==> src/sv/sorted_list_insert_delete_defines.svh <==
// Assertion macros for the sorted list block.
`ifndef SORTED_LIST_INSERT_DELETE_DEFINES_SVH
`define SORTED_LIST_INSERT_DELETE_DEFINES_SVH

`ifndef NO_ASSERTIONS
`define SLI_ASSERT(label, prop, msg) \
	label: assert property (@(posedge clk) disable iff (!arst_n) prop) else $error(msg);
`define SLI_ASSERT_NEXT(label, ante, cons, msg) \
	label: assert property (@(posedge clk) disable iff (!arst_n) ante |=> cons) else $error(msg);
`else
`define SLI_ASSERT(label, prop, msg)
`define SLI_ASSERT_NEXT(label, ante, cons, msg)
`endif

`endif

==> src/sv/sli_pkg.sv <==
// Types and codes shared by the sorted list controller and datapath.
`default_nettype none
package sli_pkg;

	typedef enum logic {
		CMD_INSERT = 1'b0,
		CMD_DELETE = 1'b1
	} cmd_t;

	typedef enum logic [1:0] {
		STAT_INSERTED  = 2'd0,
		STAT_DELETED   = 2'd1,
		STAT_NOT_FOUND = 2'd2,
		STAT_FULL      = 2'd3
	} status_t;

	typedef struct packed {
		logic load;
		logic rd_prev;
		logic rd_cur;
		logic rd_next;
		logic idx_dec;
		logic idx_inc;
		logic wr_rdata;
		logic wr_value;
		logic cnt_inc;
		logic cnt_dec;
	} dp_ctl_t;

	typedef struct packed {
		logic is_delete;
		logic full;
		logic empty;
		logic idx_zero;
		logic last;
		logic ge;
		logic eq;
	} dp_stat_t;

endpackage
`default_nettype wire

==> src/sv/sli_ram.sv <==
// Generic RAM with one write port and one registered read port.
`default_nettype none
module sli_ram #(
	parameter int WIDTH = 8,
	parameter int DEPTH = 16
) (
	input  wire logic                     clk,
	input  wire logic                     we,
	input  wire logic [$clog2(DEPTH)-1:0] waddr,
	input  wire logic [WIDTH-1:0]         wdata,
	input  wire logic [$clog2(DEPTH)-1:0] raddr,
	output logic      [WIDTH-1:0]         rdata
);

	logic [WIDTH-1:0] mem_q [DEPTH];

	always_ff @(posedge clk) begin
		if (we) begin
			mem_q[waddr] <= wdata;
		end
		rdata <= mem_q[raddr];
	end

endmodule
`default_nettype wire

==> src/sv/sli_ctrl.sv <==
// Controller state machine sequencing search and shift for insert and delete.
`default_nettype none
`include "sorted_list_insert_delete_defines.svh"
module sli_ctrl (
	input  wire logic              clk,
	input  wire logic              arst_n,
	input  wire logic              start,
	output logic                   busy,
	output logic                   done,
	output logic [1:0]             status,
	input  wire sli_pkg::dp_stat_t st,
	output sli_pkg::dp_ctl_t       ctl
);
	import sli_pkg::*;

	typedef enum logic [3:0] {
		ST_IDLE,
		ST_DECIDE,
		ST_RD_I,
		ST_WAIT_I,
		ST_WRITE_V,
		ST_RD_D,
		ST_WAIT_D,
		ST_SHIFT_D,
		ST_WAIT_S
	} state_t;

	state_t  state_q, state_d;
	logic    done_q, resp;
	status_t status_q, resp_code;

	always_comb begin
		ctl       = '0;
		state_d   = state_q;
		resp      = 1'b0;
		resp_code = STAT_INSERTED;
		unique case (state_q)
			ST_IDLE: begin
				if (start) begin
					ctl.load = 1'b1;
					state_d  = ST_DECIDE;
				end
			end
			ST_DECIDE: begin
				if (!st.is_delete) begin
					if (st.full) begin
						resp      = 1'b1;
						resp_code = STAT_FULL;
						state_d   = ST_IDLE;
					end else begin
						state_d = ST_RD_I;
					end
				end else if (st.empty) begin
					resp      = 1'b1;
					resp_code = STAT_NOT_FOUND;
					state_d   = ST_IDLE;
				end else begin
					state_d = ST_RD_D;
				end
			end
			ST_RD_I: begin
				if (st.idx_zero) begin
					state_d = ST_WRITE_V;
				end else begin
					ctl.rd_prev = 1'b1;
					state_d     = ST_WAIT_I;
				end
			end
			ST_WAIT_I: begin
				if (st.ge) begin
					ctl.wr_rdata = 1'b1;
					ctl.idx_dec  = 1'b1;
					state_d      = ST_RD_I;
				end else begin
					state_d = ST_WRITE_V;
				end
			end
			ST_WRITE_V: begin
				ctl.wr_value = 1'b1;
				ctl.cnt_inc  = 1'b1;
				resp         = 1'b1;
				resp_code    = STAT_INSERTED;
				state_d      = ST_IDLE;
			end
			ST_RD_D: begin
				ctl.rd_cur = 1'b1;
				state_d    = ST_WAIT_D;
			end
			ST_WAIT_D: begin
				if (st.eq) begin
					state_d = ST_SHIFT_D;
				end else if (st.last) begin
					resp      = 1'b1;
					resp_code = STAT_NOT_FOUND;
					state_d   = ST_IDLE;
				end else begin
					ctl.idx_inc = 1'b1;
					state_d     = ST_RD_D;
				end
			end
			ST_SHIFT_D: begin
				if (st.last) begin
					ctl.cnt_dec = 1'b1;
					resp        = 1'b1;
					resp_code   = STAT_DELETED;
					state_d     = ST_IDLE;
				end else begin
					ctl.rd_next = 1'b1;
					state_d     = ST_WAIT_S;
				end
			end
			ST_WAIT_S: begin
				ctl.wr_rdata = 1'b1;
				ctl.idx_inc  = 1'b1;
				state_d      = ST_SHIFT_D;
			end
			default: begin
				state_d = ST_IDLE;
			end
		endcase
	end

	always_ff @(posedge clk or negedge arst_n) begin
		if (!arst_n) begin
			state_q  <= ST_IDLE;
			done_q   <= 1'b0;
			status_q <= STAT_INSERTED;
		end else begin
			state_q <= state_d;
			done_q  <= resp;
			if (resp) begin
				status_q <= resp_code;
			end
		end
	end

	assign busy   = (state_q != ST_IDLE);
	assign done   = done_q;
	assign status = status_q;

	`SLI_ASSERT(a_done_idle, done_q |-> (state_q == ST_IDLE), "result shown while busy")
	`SLI_ASSERT_NEXT(a_done_single, done_q, !done_q, "result strobe held two cycles")

endmodule
`default_nettype wire

==> src/sv/sli_dp.sv <==
// Datapath: entry RAM, scan index, entry count and compares.
`default_nettype none
`include "sorted_list_insert_delete_defines.svh"
module sli_dp #(
	parameter int CAPACITY = 16
) (
	input  wire logic              clk,
	input  wire logic              arst_n,
	input  wire logic              cmd,
	input  wire logic signed [7:0] value,
	input  wire sli_pkg::dp_ctl_t  ctl,
	output sli_pkg::dp_stat_t      st,
	output logic [4:0]             entry_count
);
	import sli_pkg::*;

	localparam int AW = $clog2(CAPACITY);
	localparam int CW = $clog2(CAPACITY + 1);

	logic [AW-1:0]      idx_q;
	logic [CW-1:0]      count_q;
	logic signed [7:0]  value_q;
	cmd_t               cmd_q;
	logic [AW-1:0]      raddr;
	logic [7:0]         rdata;
	logic [7:0]         wdata;

	always_ff @(posedge clk or negedge arst_n) begin
		if (!arst_n) begin
			count_q <= '0;
			idx_q   <= '0;
			cmd_q   <= CMD_INSERT;
		end else begin
			if (ctl.load) begin
				cmd_q <= cmd_t'(cmd);
				idx_q <= (cmd_t'(cmd) == CMD_DELETE) ? '0 : count_q[AW-1:0];
			end else if (ctl.idx_dec) begin
				idx_q <= idx_q - AW'(1);
			end else if (ctl.idx_inc) begin
				idx_q <= idx_q + AW'(1);
			end
			if (ctl.cnt_inc) begin
				count_q <= count_q + CW'(1);
			end else if (ctl.cnt_dec) begin
				count_q <= count_q - CW'(1);
			end
		end
	end

	always_ff @(posedge clk) begin
		if (ctl.load) begin
			value_q <= value;
		end
	end

	always_comb begin
		priority if (ctl.rd_prev) begin
			raddr = idx_q - AW'(1);
		end else if (ctl.rd_next) begin
			raddr = idx_q + AW'(1);
		end else begin
			raddr = idx_q;
		end
	end

	assign wdata = ctl.wr_value ? value_q : rdata;

	sli_ram #(
		.WIDTH(8),
		.DEPTH(CAPACITY)
	) u_ram (
		.clk  (clk),
		.we   (ctl.wr_rdata | ctl.wr_value),
		.waddr(idx_q),
		.wdata(wdata),
		.raddr(raddr),
		.rdata(rdata)
	);

	assign st.is_delete = (cmd_q == CMD_DELETE);
	assign st.full      = (count_q == CW'(CAPACITY));
	assign st.empty     = (count_q == '0);
	assign st.idx_zero  = (idx_q == '0);
	assign st.last      = ((CW'(idx_q) + CW'(1)) == count_q);
	assign st.ge        = ($signed(rdata) >= value_q);
	assign st.eq        = ($signed(rdata) == value_q);

	assign entry_count = 5'(count_q);

	`SLI_ASSERT(a_cnt_bound, count_q <= CW'(CAPACITY), "entry count above capacity")
	`SLI_ASSERT(a_wr_range, (ctl.wr_rdata | ctl.wr_value) |-> (CW'(idx_q) <= count_q), "write past end")
	`SLI_ASSERT_NEXT(a_cnt_inc, ctl.cnt_inc, count_q == $past(count_q) + CW'(1), "count not advanced on insert")
	`SLI_ASSERT(a_rd_one, $onehot0({ctl.rd_prev, ctl.rd_cur, ctl.rd_next}), "more than one read select")

endmodule
`default_nettype wire

==> src/sv/sorted_list_insert_delete.sv <==
// Top level of the sorted bounded list of signed 8-bit entries.
//
//  channel  | handshake          | ports
//  ---------+--------------------+----------------------
//  command  | start & !busy      | cmd, value
//  result   | done (one cycle)   | status, entry_count
//
// Full insert or empty delete: result straight from the decide state, no RAM access.
// Insert shifts entries up from the end, one read and one write per entry moved;
// delete scans up from position 0 for the value, then shifts the entries above
// it down; both are paced by the one registered read port of the entry RAM.
// Reset clears the count; the entry RAM is not cleared and needs no sweep.
// The receiver cannot stall; busy holds off commands until the word is done.
`default_nettype none
module sorted_list_insert_delete #(
	parameter int CAPACITY = 16
) (
	input  wire logic              clk,
	input  wire logic              arst_n,
	input  wire logic              start,
	output logic                   busy,
	input  wire logic              cmd,
	input  wire logic signed [7:0] value,
	output logic                   done,
	output logic [1:0]             status,
	output logic [4:0]             entry_count
);
	import sli_pkg::*;

	dp_ctl_t  ctl;
	dp_stat_t st;

	sli_ctrl u_ctrl (
		.clk   (clk),
		.arst_n(arst_n),
		.start (start),
		.busy  (busy),
		.done  (done),
		.status(status),
		.st    (st),
		.ctl   (ctl)
	);

	sli_dp #(
		.CAPACITY(CAPACITY)
	) u_dp (
		.clk        (clk),
		.arst_n     (arst_n),
		.cmd        (cmd),
		.value      (value),
		.ctl        (ctl),
		.st         (st),
		.entry_count(entry_count)
	);

endmodule
`default_nettype wire

==> config.mk <==
export PLATFORM = sky130hd
export DESIGN_NAME = sorted_list_insert_delete
export DESIGN_NICKNAME = d
export VERILOG_FILES = /design/src/sv/sli_pkg.sv /design/src/sv/sli_ram.sv /design/src/sv/sli_ctrl.sv /design/src/sv/sli_dp.sv /design/src/sv/sorted_list_insert_delete.sv
export VERILOG_INCLUDE_DIRS = /design/src /design/src/sv
export SDC_FILE = /design/constraint.sdc
export NUM_CORES = 1
export LEC_CHECK = 0
export BUFFER_PORTS_ARGS = -buffer_cell sky130_fd_sc_hd__buf_2
export CORE_MARGIN = 2
export CORE_UTILIZATION = 45
export DETAILED_ROUTE_END_ITERATION = 10
export SYNTH_ARGS = -nofsm -noshare
export SYNTH_HDL_FRONTEND = slang
export SYNTH_HIERARCHICAL = 1
export SYNTH_SLANG_ARGS = --single-unit
==> constraint.sdc <==
create_clock -name clk -period 3.5 [get_ports clk]
set_clock_uncertainty 0.2 [all_clocks]
set_input_delay 0.35 -clock clk [delete_from_list [all_inputs] [get_ports clk]]
set_output_delay 0.35 -clock clk [all_outputs]
set_load 0.01 [all_outputs]
; ---- After elaboration in Yosys (flattened, before gate mapping)
; Memory sizes are Yosys's and may differ from the RTL's. A register that Yosys moved wholly into a read port is not among the register bits.
; Index checks and enable logic that the tools add are counted.
[op_classes]
addsub = 5
n_lt_le_gt_ge = 1
eq_ne = 12
n_mux = 47
bitwise_logic = 1
n_reduce_logical = 6
[op_table]
columns = op, n
row1 = two-way mux 4 bit, 10
row2 = case mux 4 bit (8 select lines), 1
row3 = two-way mux 1 bit, 18
row4 = == test 4 x 3 -> 1 bit (second input constant), 4
row5 = two-way mux 2 bit, 7
row6 = two-way mux 3 bit, 4
row7 = two-way mux 5 bit, 2
row8 = == test 4 x 2 -> 1 bit (second input constant), 2
row9 = == test 8 bit, 1
row10 = greater-or-equal comparator 8 bit, 1
row11 = zero test 4 bit, 2
row12 = two-way mux 8 bit, 1
row13 = case mux 2 bit (3 select lines), 1
row14 = adder 4 x 1 -> 5 bit (second input constant), 1
row15 = adder 5 x 1 -> 5 bit (second input constant), 1
row16 = == test 5 bit, 1
row17 = == test 5 bit (second input constant), 1
row18 = zero test 5 bit, 1
row19 = subtractor 5 x 1 -> 5 bit (second input constant), 1
row20 = adder 4 x 1 -> 4 bit (second input constant), 1
row21 = == test 4 x 1 -> 1 bit (second input constant), 1
row22 = == test 4 bit (second input constant), 1
row23 = case mux 1 bit (2 select lines), 2
row24 = case mux 1 bit (4 select lines), 1
row25 = other kinds (6), 6
[totals]
register_bits = 25
mem_bits_rw = 128
inputBits = 12
out_inout_bits = 9
wordCells = 80
mem_count = 1
[memory_table]
columns = memory, depth, width, rd, rd_clocked_by_memory_dff, write_ports, line_no
row1 = u_dp.u_ram.mem_q, 16, 8, 1, 1, 1, sli_ram.sv:15  ; logic [WIDTH-1:0] mem_q [DEPTH];

; ---- Logic depth before layout (Yosys ltp)
; Gate-level depths: netlist of run 1.
[depth]
depth_word = 8
depth_mapped = 12
mapped_depth_nobuf = 12

; ---- Hierarchy
; Netlist of run 1, hierarchy kept.
[by_module_without_submodules]
columns = mod, instances, cells_each, area_each_um2, seq_area_each_um2
row1 = sli_ram, 1, 229, 5147.4, 4003.8
row2 = sli_dp, 1, 143, 1397.6, 490.5
row3 = sli_ctrl, 1, 65, 555.5, 175.2

; ---- Worst setup path before layout of run 1
; Ideal clock, no wire load.
[synth_timing]
path_kind = register to register
from = register u_dp.idx_q[0]
to = register u_dp.u_ram.rdata[1] (read register of u_dp.u_ram.mem_q)
setup_ns = 0.120
t_arrival_ns = 3.242
t_required_ns = 3.180
slack_ns = -0.062
stages_incl_launch_ff = 13
n_path_buf = 2
period_less_slack_ns = 3.562
cell_sequence = dfrtp_1 > inv_1 > ha_1 > xor2_1 > a2111oi_2 > nor3_1 > nor2_1 > xnor2_1 > buf_6 > buf_6 > mux4_1 > a22oi_1 > nand2_1
[synth_lines]
columns = item, line_no
row1 = "start, declared", sli_dp.sv:20  ; logic [AW-1:0] idx_q;
row2 = "start signal, assigned", sli_dp.sv:36  ; idx_q <= (cmd_t'(cmd) == CMD_DELETE) ? '0 : count_q[AW-1:0];
row3 = "start signal, assigned", sli_dp.sv:38  ; idx_q <= idx_q - AW'(1);
row4 = "start signal, assigned", sli_dp.sv:40  ; idx_q <= idx_q + AW'(1);
row5 = "end, declared", sli_ram.sv:12  ; output logic [WIDTH-1:0] rdata

==> impl_results.md, run 1 <==
* First-pass GRT wire length at approximately 22000 um
* Layout fillers at around 1300
* Ratio of cells with drive above 1 in the final layout at 0.2569
* Placed cell count at ~670
* Wire per inst at between 20 and 25 um
* Tmin final at between 3000 and 4000 ps
* Largest net degree at the start of global routing at 33
* IO Port Bufs at 20
* Critical path cell sequence: ha_1 -> nand2b_1 -> a21oi_1 -> nor3_1 -> o32a_1 -> nand3_1 -> o22a_1 -> nor2_1 -> or2_2 -> nand3b_1 -> nor2_1
* Reg-to-Reg End: u_dp/u_ram/mem_q[6][2]
* Fin crit share at 0.9696
* Worst-Skew Late Latency at between 400 and 500 ps
* N_diodes at 0
* Gpl congestion at 0.8259
* Reg2Reg Depth at 11
* WS Path Type: reg2reg
* Setup Viol. Count Final at 0
* Site row count at between 40 and 50
* Post-DRT Antenna Nets at 0
* Worst Path Required at around 3300 ps
* Die span in y at 129.6 um
* Core box area at 15310 um^2
* Die width at ~130 um
* Ys Warns at 6
* TritonCTS clock tree: built
* Hold Path End: u_dp/cmd_q
* Num Clock Sinks at approximately 160
* DR iter-0 viols at approximately 370
* Via count at roughly 3900
* Final core area utilization at 0.5418
* CP max stage delay at 740 ps
* Vias per Instance at between 5 and 6
* Dpl hpwl at approximately 9600 um
* Power, Total at 0.007925 W
* Outcome: finished clean
* H-Tree Depth at 4
* Crit path arrival time at roughly 3200 ps
* CP max-delay cell: nor2_1
* Synthesized Nets at 462
* DR pass1 iterations at 4
* Leakage at around 3 nW
* RSZ-0062 raised after global routing: yes
* Worst-Margin Slew at between 900 and 1000 ps
* Worst R2R Setup Slack at about 110 ps
* IO Count at 21
* Top cell by count, worst path: nor2_1
* Relative slew slack at 0.3915
* Avg Cell Area, Syn at around 16 um^2
* Mapped Area at a little over 7000 um^2
* Final cell count without fillers at about 720
* Fin nets at 520
* Num CTS Buffers at 17
* Max Cap Viol at 0
* Total gr overflow at 0
* Clock Pin Slew Worst Setup and Hold Paths at 60 ps
* Max FO, Critical Path at 8
* Startpoint Class: flip-flop
* Final Hold Fails at 0
* Initial antenna violation count at 0
* Root Driver: clkbuf_16
* Hold Path Class: in2reg
* Register area at ~4700 um^2
* Worst vdd ir at between 0.4 and 0.5 mV
* Hold path startpoint: cmd
* Longest Clk Path Bufs at 2
* Global-route usage over all layers at 0.1828
* Vias in the first global route at slightly below 4000
* Starting density of the core at 0.4632
* Area growth syn-to-layout at 16.99%
* Max Fclk at around 290 MHz
* Post-Syn Instances at approximately 440
* Pwr Density at 955.1 nW/um^2
* Worst Setup End Kind: flip-flop
* Area occupied by multi-input gates at ~2300 um^2
* Hold Path Stages at 2
* Total Wirelength at 14380 um
* Final Slew Violations at 0
* DRC at 0
* Die ar. at between 15000 and 20000 um^2
* R2r startpoint: u_dp/value_q[0]
==> critical path, delay by kind of cell (launching register included) <==
| family | cells | cell delay, ps |
|---|---|---|
| fa+ha+maj | 1 | 330 |
| simple gates | 7 | 1550 |
| compound gates | 3 | 480 |
| flops | 1 | 450 |
==> through the flow <==
| step | setup TNS (ps) | instance area, um^2 | setup WS (ps) | hold WS, ps |
|---|---|---|---|---|
| floorplan | 0 | 7106 | 56.19 | -145.6 |
| global placement | 0 | 7557 | 129.1 | 102.4 |
| detailed placement | 0 | 7557 | 45.87 | 111.5 |
| CTS | 0 | 8214 | 36.64 | 31.56 |
| global route | -1812 | 8298 | -85.09 | 46.46 |
| finish | 0 | 8298 | 106.4 | 48.81 |
==> worst max path at each step <==
stage	slack [ps]	start	endpoint	depth (start not counted)
after floorplan	60	u_dp/idx_q[0]	u_dp/u_ram/rdata[1]	12
after global placement	130	u_dp/idx_q[0]	u_dp/u_ram/rdata[4]	11
after detailed placement	50	u_dp/value_q[0]	u_dp/u_ram/mem_q[6][3]	11
after CTS	40	u_dp/idx_q[0]	u_dp/u_ram/rdata[4]	11
after global routing	-90	u_dp/value_q[5]	u_dp/u_ram/mem_q[5][7]	11
final	110	u_dp/value_q[0]	u_dp/u_ram/mem_q[6][2]	11
==> layout by cell type, fill, tap and decap left out, drive strengths merged, types with 12 or more instances in the layout <==
| cell | count |
|---|---|
| nand2 | 22 |
| clkbuf | 21 |
| inv | 20 |
| o21ai | 12 |
| nor3 | 13 |
| a22oi | 17 |
| ha | 13 |
| edfxtp | 136 |
| dfrtp | 17 |
| buf | 49 |
| nor2 | 29 |
| mux4 | 32 |
==> power by group <==
part,internal (W),switching (W)
Combinational,0.00153,0.00183
Sequential,0.00262,0.000168
Clock,0.00105,0.000725
Total,0.00520,0.00273
==> timing repair <==
item,4_1_cts,5_1_grt
buffers inserted,0,2
endpoints found under the setup margin,0,32
gates resized for setup,0,12
hold buffers,9,0
hold endpoints to repair,25,0
==> flip-flops by register name, summed over array words and instances (netlist names) <==
name	cells
u_ctrl/done	1
u_ctrl/state_q	4
u_ctrl/status	2
u_dp/cmd_q	1
u_dp/entry_count	5
u_dp/idx_q	4
u_dp/u_ram/mem_q	128
u_dp/u_ram/rdata	8
u_dp/value_q	8
==> final cells by class <==
type | instances | area share
clock buffer | 20 | 0.05262
multi-input combinational | 238 | 0.2734
inverter | 17 | 0.007690
tap | 211 | 0.03182
timing repair buffer | 59 | 0.05609
sequential | 161 | 0.5627
clock inverter | 11 | 0.01568
==> per-layer routing <==
| metal | track usage | part of all wire |
|---|---|---|
| met5 | 0 | 0 |
| met4 | 0.05882 | 0.013 |
| met3 | 0.05285 | 0.050 |
| met2 | 0.2666 | 0.46 |
| met1 | 0.2672 | 0.48 |
No activity file was read; power rests on OpenSTA's default activity.
==> inputs of run 2 (changes only) <==
Clock period 3.5 ns to 3.35 ns, I/O delays scaled along.
==> impl_results.md, run 2 (same netlist as run 1, synthesis figures left out) <==
* Outcome: finished with violations (was finished clean)
* Failing checks: negative setup slack
* Root Driver: clkbuf_16 (unchanged)
* Commonest non-fill, non-tap cells in the layout: edfxtp_1 (136), buf_4 (51), nand2_1 (22) (was edfxtp_1 (136), nor2_1 (27), buf_4 (26))
* Crit path to: u_dp/u_ram/mem_q[7][7] (was u_dp/u_ram/mem_q[6][2])
* DR pass1 iterations at 5 (was 4)
* RSZ-0062 raised after global routing: yes (unchanged)
* Clock Pin Slew Worst Setup and Hold Paths at 60 ps (about the same)
* Commonest non-fill, non-tap cell in the layout: edfxtp_1 (unchanged)
* Vias per Instance at 5.445 (was 5.462)
* Power, Total at 0.008898 W (was 0.007925 W)
* Gpl congestion at 0.8233 (was 0.8259)
* H-Tree Depth at 4 (unchanged)
* Post-DRT Antenna Nets at 0 (unchanged)
* Hold WS at 33.59 ps (was 48.81 ps)
* Worst-Skew Late Latency at 430 ps (was 420 ps)
* Pwr Density at 1023 nW/um^2 (was 955.1 nW/um^2)
* Max Cap Viol at 0 (unchanged)
* Worst vdd ir at 0.4382 mV (was 0.4233 mV)
* TritonCTS clock tree: built (unchanged)
* Die width at 129.6 um (unchanged)
* Global-route usage over all layers at 0.1887 (was 0.1828)
* Longest Clk Path Bufs at 2 (unchanged)
* Setup crit start: u_dp/value_q[7] (was u_dp/value_q[0])
* Tmin final at 3399 ps (was 3394 ps)
* Max FO, Critical Path at 8 (unchanged)
* R2r startpoint: u_dp/value_q[7] (was u_dp/value_q[0])
* Startpoint Class: flip-flop (unchanged)
* Worst Path Required at 3200 ps (was 3340 ps)
* CP max stage delay at 700 ps (was 740 ps)
* Layout fillers at 1217 (was 1260)
* Largest net degree at the start of global routing at 22 (was 33)
* Max FFs per register at 128 (unchanged)
* Setup Viol. Count Final at 8 (was 0)
* CP max-delay cell: nor2_1 (unchanged)
* Initial antenna violation count at 0 (unchanged)
* Site row count at 45 (unchanged)
* Most flops, register: u_dp/u_ram/mem_q (unchanged)
* Worst R2R Setup Slack at -50 ps (was 110 ps)
* Reg2Reg Depth at 11 (unchanged)
* DRC at 0 (unchanged)
* WS Path Type: reg2reg (unchanged)
* Registers with the most flip-flops: u_dp/u_ram/mem_q (128), u_dp/u_ram/rdata (8), u_dp/value_q (8) (unchanged)
* Dpl hpwl at 10070 um (was 9587 um)
* Worst-Margin Slew at 866.0 ps (was 909.4 ps)
* Final setup margin at -48.95 ps (was 106.4 ps)
* Ratio of cells with drive above 1 in the final layout at 0.3451 (was 0.2569)
* Vias in the first global route at 4056 (was 3875)
* DR iter-0 viols at 394 (was 369)
* Critical path cell sequence: inv_1 -> ha_1 -> nand4_1 -> nor3_2 -> o32a_1 -> nand3_1 -> o22a_1 -> nor2_2 -> or2_4 -> nand3b_1 -> nor2_1 (was ha_1 -> nand2b_1 -> a21oi_1 -> nor3_1 -> o32a_1 -> nand3_1 -> o22a_1 -> nor2_1 -> or2_2 -> nand3b_1 -> nor2_1)
* Hold Path Class: in2reg (unchanged)
* Leakage at 3.120 nW (was 2.943 nW)
* Max Fclk at 294.2 MHz (was 294.7 MHz)
* Crit path arrival time at 3250 ps (was 3230 ps)
* Worst Setup End Kind: flip-flop (unchanged)
* Total gr overflow at 0 (unchanged)
* N_diodes at 0 (unchanged)
* Core box area at 15310 um^2 (unchanged)
* Die ar. at 16780 um^2 (unchanged)
* Final Hold Fails at 0 (unchanged)
* Die span in y at 129.6 um (unchanged)
* Starting density of the core at 0.4632 (unchanged)
* Num Clock Sinks at 161 (unchanged)
* IO Count at 21 (unchanged)
* Fin nets at 552 (was 520)
* Num CTS Buffers at 17 (unchanged)
* Fin crit share at 1.015 (was 0.9696)
* Wire per inst at 19.99 um (was 20.05 um)
* Relative slew slack at 0.4205 (was 0.3915)
* Area growth syn-to-layout at 22.58% (was 16.99%)
* Hold Path Stages at 2 (unchanged)
* Total Wirelength at 14990 um (was 14380 um)
* Reg-to-Reg End: u_dp/u_ram/mem_q[7][7] (was u_dp/u_ram/mem_q[6][2])
* Via count at 4084 (was 3916)
* IO Port Bufs at 20 (unchanged)
* Final Slew Violations at 0 (unchanged)
* First-pass GRT wire length at 22980 um (was 22320 um)
-- run 2: cell count changes in the layout (fill, tap and decap cells not counted), moves of 4 or more --
cell	delta
buf_4	+25
buf_12	+4
dfrtp_1	-5
nor2_2	+4
nor2_1	-6
buf_6	+4
dfrtp_2	+5
-- run 2: layer usage --
metal,share of wire,track usage,vias up,routed length [um]
li1,-,-,1890,-
met1,0.46,0.2686,2062,6902
met2,0.47,0.2885,115,7073
met3,0.054,0.04872,17,813
met4,0.013,0.05882,0,202
met5,0,0,-,0
-- run 2: what timing repair did --
item / in CTS / in global routing
setup endpoints to repair: 10 / 107
gates resized for setup: 7 / 31
pin swaps: 3 / 11
buffers inserted: 9 / 6
cloned: 0 / 1
hold buffers: 9 / 0
hold endpoints to repair: 25 / 0
-- run 2: worst max-delay path, delay by kind of cell, from the launching register on --
kind | cells | cell delay [ps]
AO/OA/AOI/OAI | 2 | 420
AND/OR/NAND/NOR | 7 | 1670
adder cells (fa/ha/maj) | 1 | 330
buffers and inverters | 1 | 50
flip-flops | 1 | 360
-- run 2: where the power goes --
part,internal [W],switching (W),total [W]
logic,0.00205,0.00210,0.00415
clock network,0.00103,0.000800,0.00183
registers,0.00274,0.000178,0.00292
-- run 2: stage by stage --
| stage | cells | instance area [um^2] | util | setup slack (ps) | setup TNS [ps] |
|---|---|---|---|---|---|
| floorplan | 436 | 7108 | - | 2.562 | 0 |
| global placement | 693 | 7715 | 0.5038 | -171.9 | -291.3 |
| detailed placement | 693 | 7715 | 0.5038 | -188.7 | -303.5 |
| CTS | 743 | 8489 | 0.5543 | 0.5054 | 0 |
| global route | 750 | 8695 | 0.5677 | -230.6 | -8141 |
| finish | 750 | 8695 | 0.5677 | -48.95 | -371.8 |
-- run 2: cell type report --
class                   count  area (um^2)  area share
repair buffers             91        763.2     0.08778
flip-flops and latches    161         4676      0.5378
well taps                 211        264.0     0.03036
clock inverters            14        132.6     0.01525
clock buffers              18        429.2     0.04936
inverters                  17        63.81    0.007339
multi-input cells         238         2366      0.2721
-- run 2: worst min-delay path by stage --
stage | from | to | slack (ps)
CTS | cmd | u_dp/cmd_q | 7
global placement | arst_n | u_dp/entry_count[2] | 80
detailed placement | arst_n | u_dp/entry_count[1] | 90
finish | cmd | u_dp/cmd_q | 30
global route | cmd | u_dp/cmd_q | 20
floorplan | arst_n | u_ctrl/done | -160
==> inputs of run 3 (changes only) <==
Settings changed: BUFFER_PORTS_ARGS -buffer_cell sky130_fd_sc_hd__buf_2 to -buffer_cell sky130_fd_sc_hd__clkbuf_2, PLACE_DENSITY set to 0.66, SLEW_MARGIN set to 20.
==> impl_results.md, run 3 (same netlist as run 1, synthesis figures left out) <==
* Outcome: finished clean (was finished with violations)
* Root Driver: clkbuf_16 (unchanged)
* Most flops, register: u_dp/u_ram/mem_q (unchanged)
* Vias per Instance at 5.548 (was 5.445)
* Final Hold Fails at 0 (unchanged)
* Hold Path End: u_dp/cmd_q (unchanged)
* H-Tree Depth at 4 (unchanged)
* Fin nets at 532 (was 552)
* Core box area at 15310 um^2 (unchanged)
* Global-route usage over all layers at 0.1857 (was 0.1887)
* Hold Path Class: in2reg (unchanged)
* Worst Path Required at 3450 ps (was 3200 ps)
* Startpoint Class: flip-flop (unchanged)
* CP max-delay cell: mux4_1 (was nor2_1)
* Top cell by count, worst path: buf_6
* Die width at 129.6 um (unchanged)
* Leakage at 3.023 nW (was 3.120 nW)
* Max FO, Critical Path at 5 (was 8)
* CP delay by family, top: multiplexers (was simple AND/OR/NAND/NOR gates)
* Worst Setup End Kind: flip-flop (unchanged)
* Worst R2R Setup Slack at 40 ps (was -50 ps)
* Ratio of cells with drive above 1 in the final layout at 0.3333 (was 0.3451)
* DRC at 0 (unchanged)
* Crit path arrival time at 3410 ps (was 3250 ps)
* First-pass GRT wire length at 22710 um (was 22980 um)
* Int Pwr at 0.005864 W (was 0.005816 W)
* Initial antenna violation count at 0 (unchanged)
* DR pass1 iterations at 5 (unchanged)
* Max Fclk at 302.4 MHz (was 294.2 MHz)
* Final setup margin at 42.74 ps (was -48.95 ps)
* Commonest non-fill, non-tap cell in the layout: edfxtp_1 (unchanged)
* Worst-Margin Slew at 545.3 ps (was 866.0 ps)
* Fin crit share at 0.9872 (was 1.015)
* Num CTS Buffers at 17 (unchanged)
* DR iter-0 viols at 364 (was 394)
* Dpl hpwl at 9419 um (was 10070 um)
* Critical path cell sequence: buf_6 -> and3_4 -> xnor2_4 -> a2111oi_4 -> nor3_2 -> nor2_2 -> xnor2_2 -> buf_6 -> buf_4 -> clkbuf_16 -> mux4_1 -> a22oi_2 -> nand2_1 (was inv_1 -> ha_1 -> nand4_1 -> nor3_2 -> o32a_1 -> nand3_1 -> o22a_1 -> nor2_2 -> or2_4 -> nand3b_1 -> nor2_1)
* Hold Path Stages at 2 (unchanged)
* Power, Total at 0.008873 W (was 0.008898 W)
* Setup Viol. Count Final at 0 (was 8)
* Largest net degree at the start of global routing at 33 (was 22)
* Vias in the first global route at 4029 (was 4056)
* Final Slew Violations at 0 (unchanged)
* P_sw at 0.003009 W (was 0.003082 W)
* Hold path startpoint: cmd (unchanged)
* Total Neg Setup Slack at 0 ps (was -371.8 ps)
* R2r startpoint: u_dp/idx_q[1] (was u_dp/value_q[7])
* Reg-to-Reg End: u_dp/u_ram/rdata[2] (was u_dp/u_ram/mem_q[7][7])
* Tmin final at 3307 ps (was 3399 ps)
* Reg2Reg Depth at 13 (was 11)
* Part of the power in the clock network at 0.222 (was 0.206)
* Total Wirelength at 14740 um (was 14990 um)
* Site row count at 45 (unchanged)
* Relative slew slack at 0.6361 (was 0.4205)
* Via count at 4050 (was 4084)
* Worst vdd ir at 0.4546 mV (was 0.4382 mV)
* Final core area utilization at 0.5595 (was 0.5677)
* Die ar. at 16780 um^2 (unchanged)
* Num Clock Sinks at 161 (unchanged)
* Wire per inst at 20.19 um (was 19.99 um)
* Area growth syn-to-layout at 20.80% (was 22.58%)
* Combinational power share at 0.449 (was 0.466)
* CP max stage delay at 590 ps (was 700 ps)
* Die span in y at 129.6 um (unchanged)
* RSZ-0062 raised after global routing: yes (unchanged)
* WP buf/inv at 4 (was 1)
* Total gr overflow at 0 (unchanged)
* IO Port Bufs at 20 (unchanged)
* Worst-Skew Late Latency at 420 ps (was 430 ps)
* TritonCTS clock tree: built (unchanged)
* WS Path Type: reg2reg (unchanged)
* Max Cap Viol at 0 (unchanged)
* Registers with the most flip-flops: u_dp/u_ram/mem_q (128), u_dp/u_ram/rdata (8), u_dp/value_q (8) (unchanged)
* Gpl congestion at 0.8224 (was 0.8233)
* Longest Clk Path Bufs at 2 (unchanged)
* Starting density of the core at 0.4632 (unchanged)
* N_diodes at 0 (unchanged)
* Sequential fraction of design power at 0.329 (was 0.328)
* Dpl ws at -94.13 ps (was -188.7 ps)
* Max FFs per register at 128 (unchanged)
* Post-DRT Antenna Nets at 0 (unchanged)
* Clock Pin Slew Worst Setup and Hold Paths at 60 ps (about the same)
* Commonest non-fill, non-tap cells in the layout: edfxtp_1 (136), buf_4 (32), mux4_2 (26) (was edfxtp_1 (136), buf_4 (51), nand2_1 (22))
* Pwr Density at 1036 nW/um^2 (was 1023 nW/um^2)
* Switching Share at 0.3391 (was 0.3464)
* IO Count at 21 (unchanged)
[run 3: changes by cell type in the layout (fill, tap and decap cells not counted), moves of 5 or more]
| cell | before | now |
|---|---|---|
| buf_4 | 51 | 32 |
| clkbuf_2 | 0 | 20 |
| mux4_1 | 13 | 6 |
| mux4_2 | 19 | 26 |
| nor2_2 | 6 | 13 |
| nor2_1 | 21 | 16 |
| buf_2 | 20 | 0 |
[run 3: stage by stage]
step	hold slack, ps	instances	cell area (um^2)
after global placement	96.15	678	7597
after floorplan	-160.6	436	7108
after detailed placement	103.3	678	7597
after CTS	20.31	722	8361
after global routing	47.58	730	8568
final	36.15	730	8568
[run 3: area by class of cell]
class | instances | area (um^2)
clock inverter | 12 | 165.2
sequential | 161 | 4674
tap | 211 | 264.0
multi-input combinational | 238 | 2365
clock buffer | 20 | 436.7
inverter | 17 | 63.81
fill | 1186 | 6746
timing repair buffer | 71 | 599.3
[run 3: power by group through the flow]
stage	Sequential [W]	Combinational (W)	Clock, W
after floorplan	0.00294	0.00238	0
after CTS	0.00290	0.00358	0.00201
final	0.00292	0.00399	0.00197
after global routing	0.00295	0.00430	0.00209
after detailed placement	0.00294	0.00336	0
after global placement	0.00293	0.00332	0
[run 3: worst max-delay path by stage]
stage,startpoint,end,slack (ps),cells past startpoint
floorplan,u_dp/idx_q[0],u_dp/u_ram/rdata[1],3,12
global route,u_dp/idx_q[0],u_dp/u_ram/rdata[2],-40,13
CTS,u_dp/idx_q[0],u_dp/u_ram/rdata[1],5,12
finish,u_dp/idx_q[1],u_dp/u_ram/rdata[2],40,13
global placement,u_dp/idx_q[0],u_dp/u_ram/rdata[3],-80,11
detailed placement,u_dp/idx_q[0],u_dp/u_ram/rdata[1],-90,11
[run 3: timing repair]
| item | CTS | global route |
|---|---|---|
| cloned | 1 | 1 |
| pin swaps | 3 | 13 |
| setup endpoints to repair | 16 | 112 |
| buffers inserted | 2 | 7 |
| resized for setup | 11 | 42 |
| hold buffers | 9 | 0 |
| endpoints found under the hold margin | 25 | 0 |
[run 3: layer usage]
| metal | vias to the layer above | GRT usage | routed length [um] |
|---|---|---|---|
| li1 | 1834 | - | - |
| met1 | 2103 | 0.2655 | 6876 |
| met2 | 98 | 0.2827 | 7056 |
| met3 | 15 | 0.04707 | 634 |
| met4 | 0 | 0.05946 | 172 |
| met5 | - | 0 | 0 |
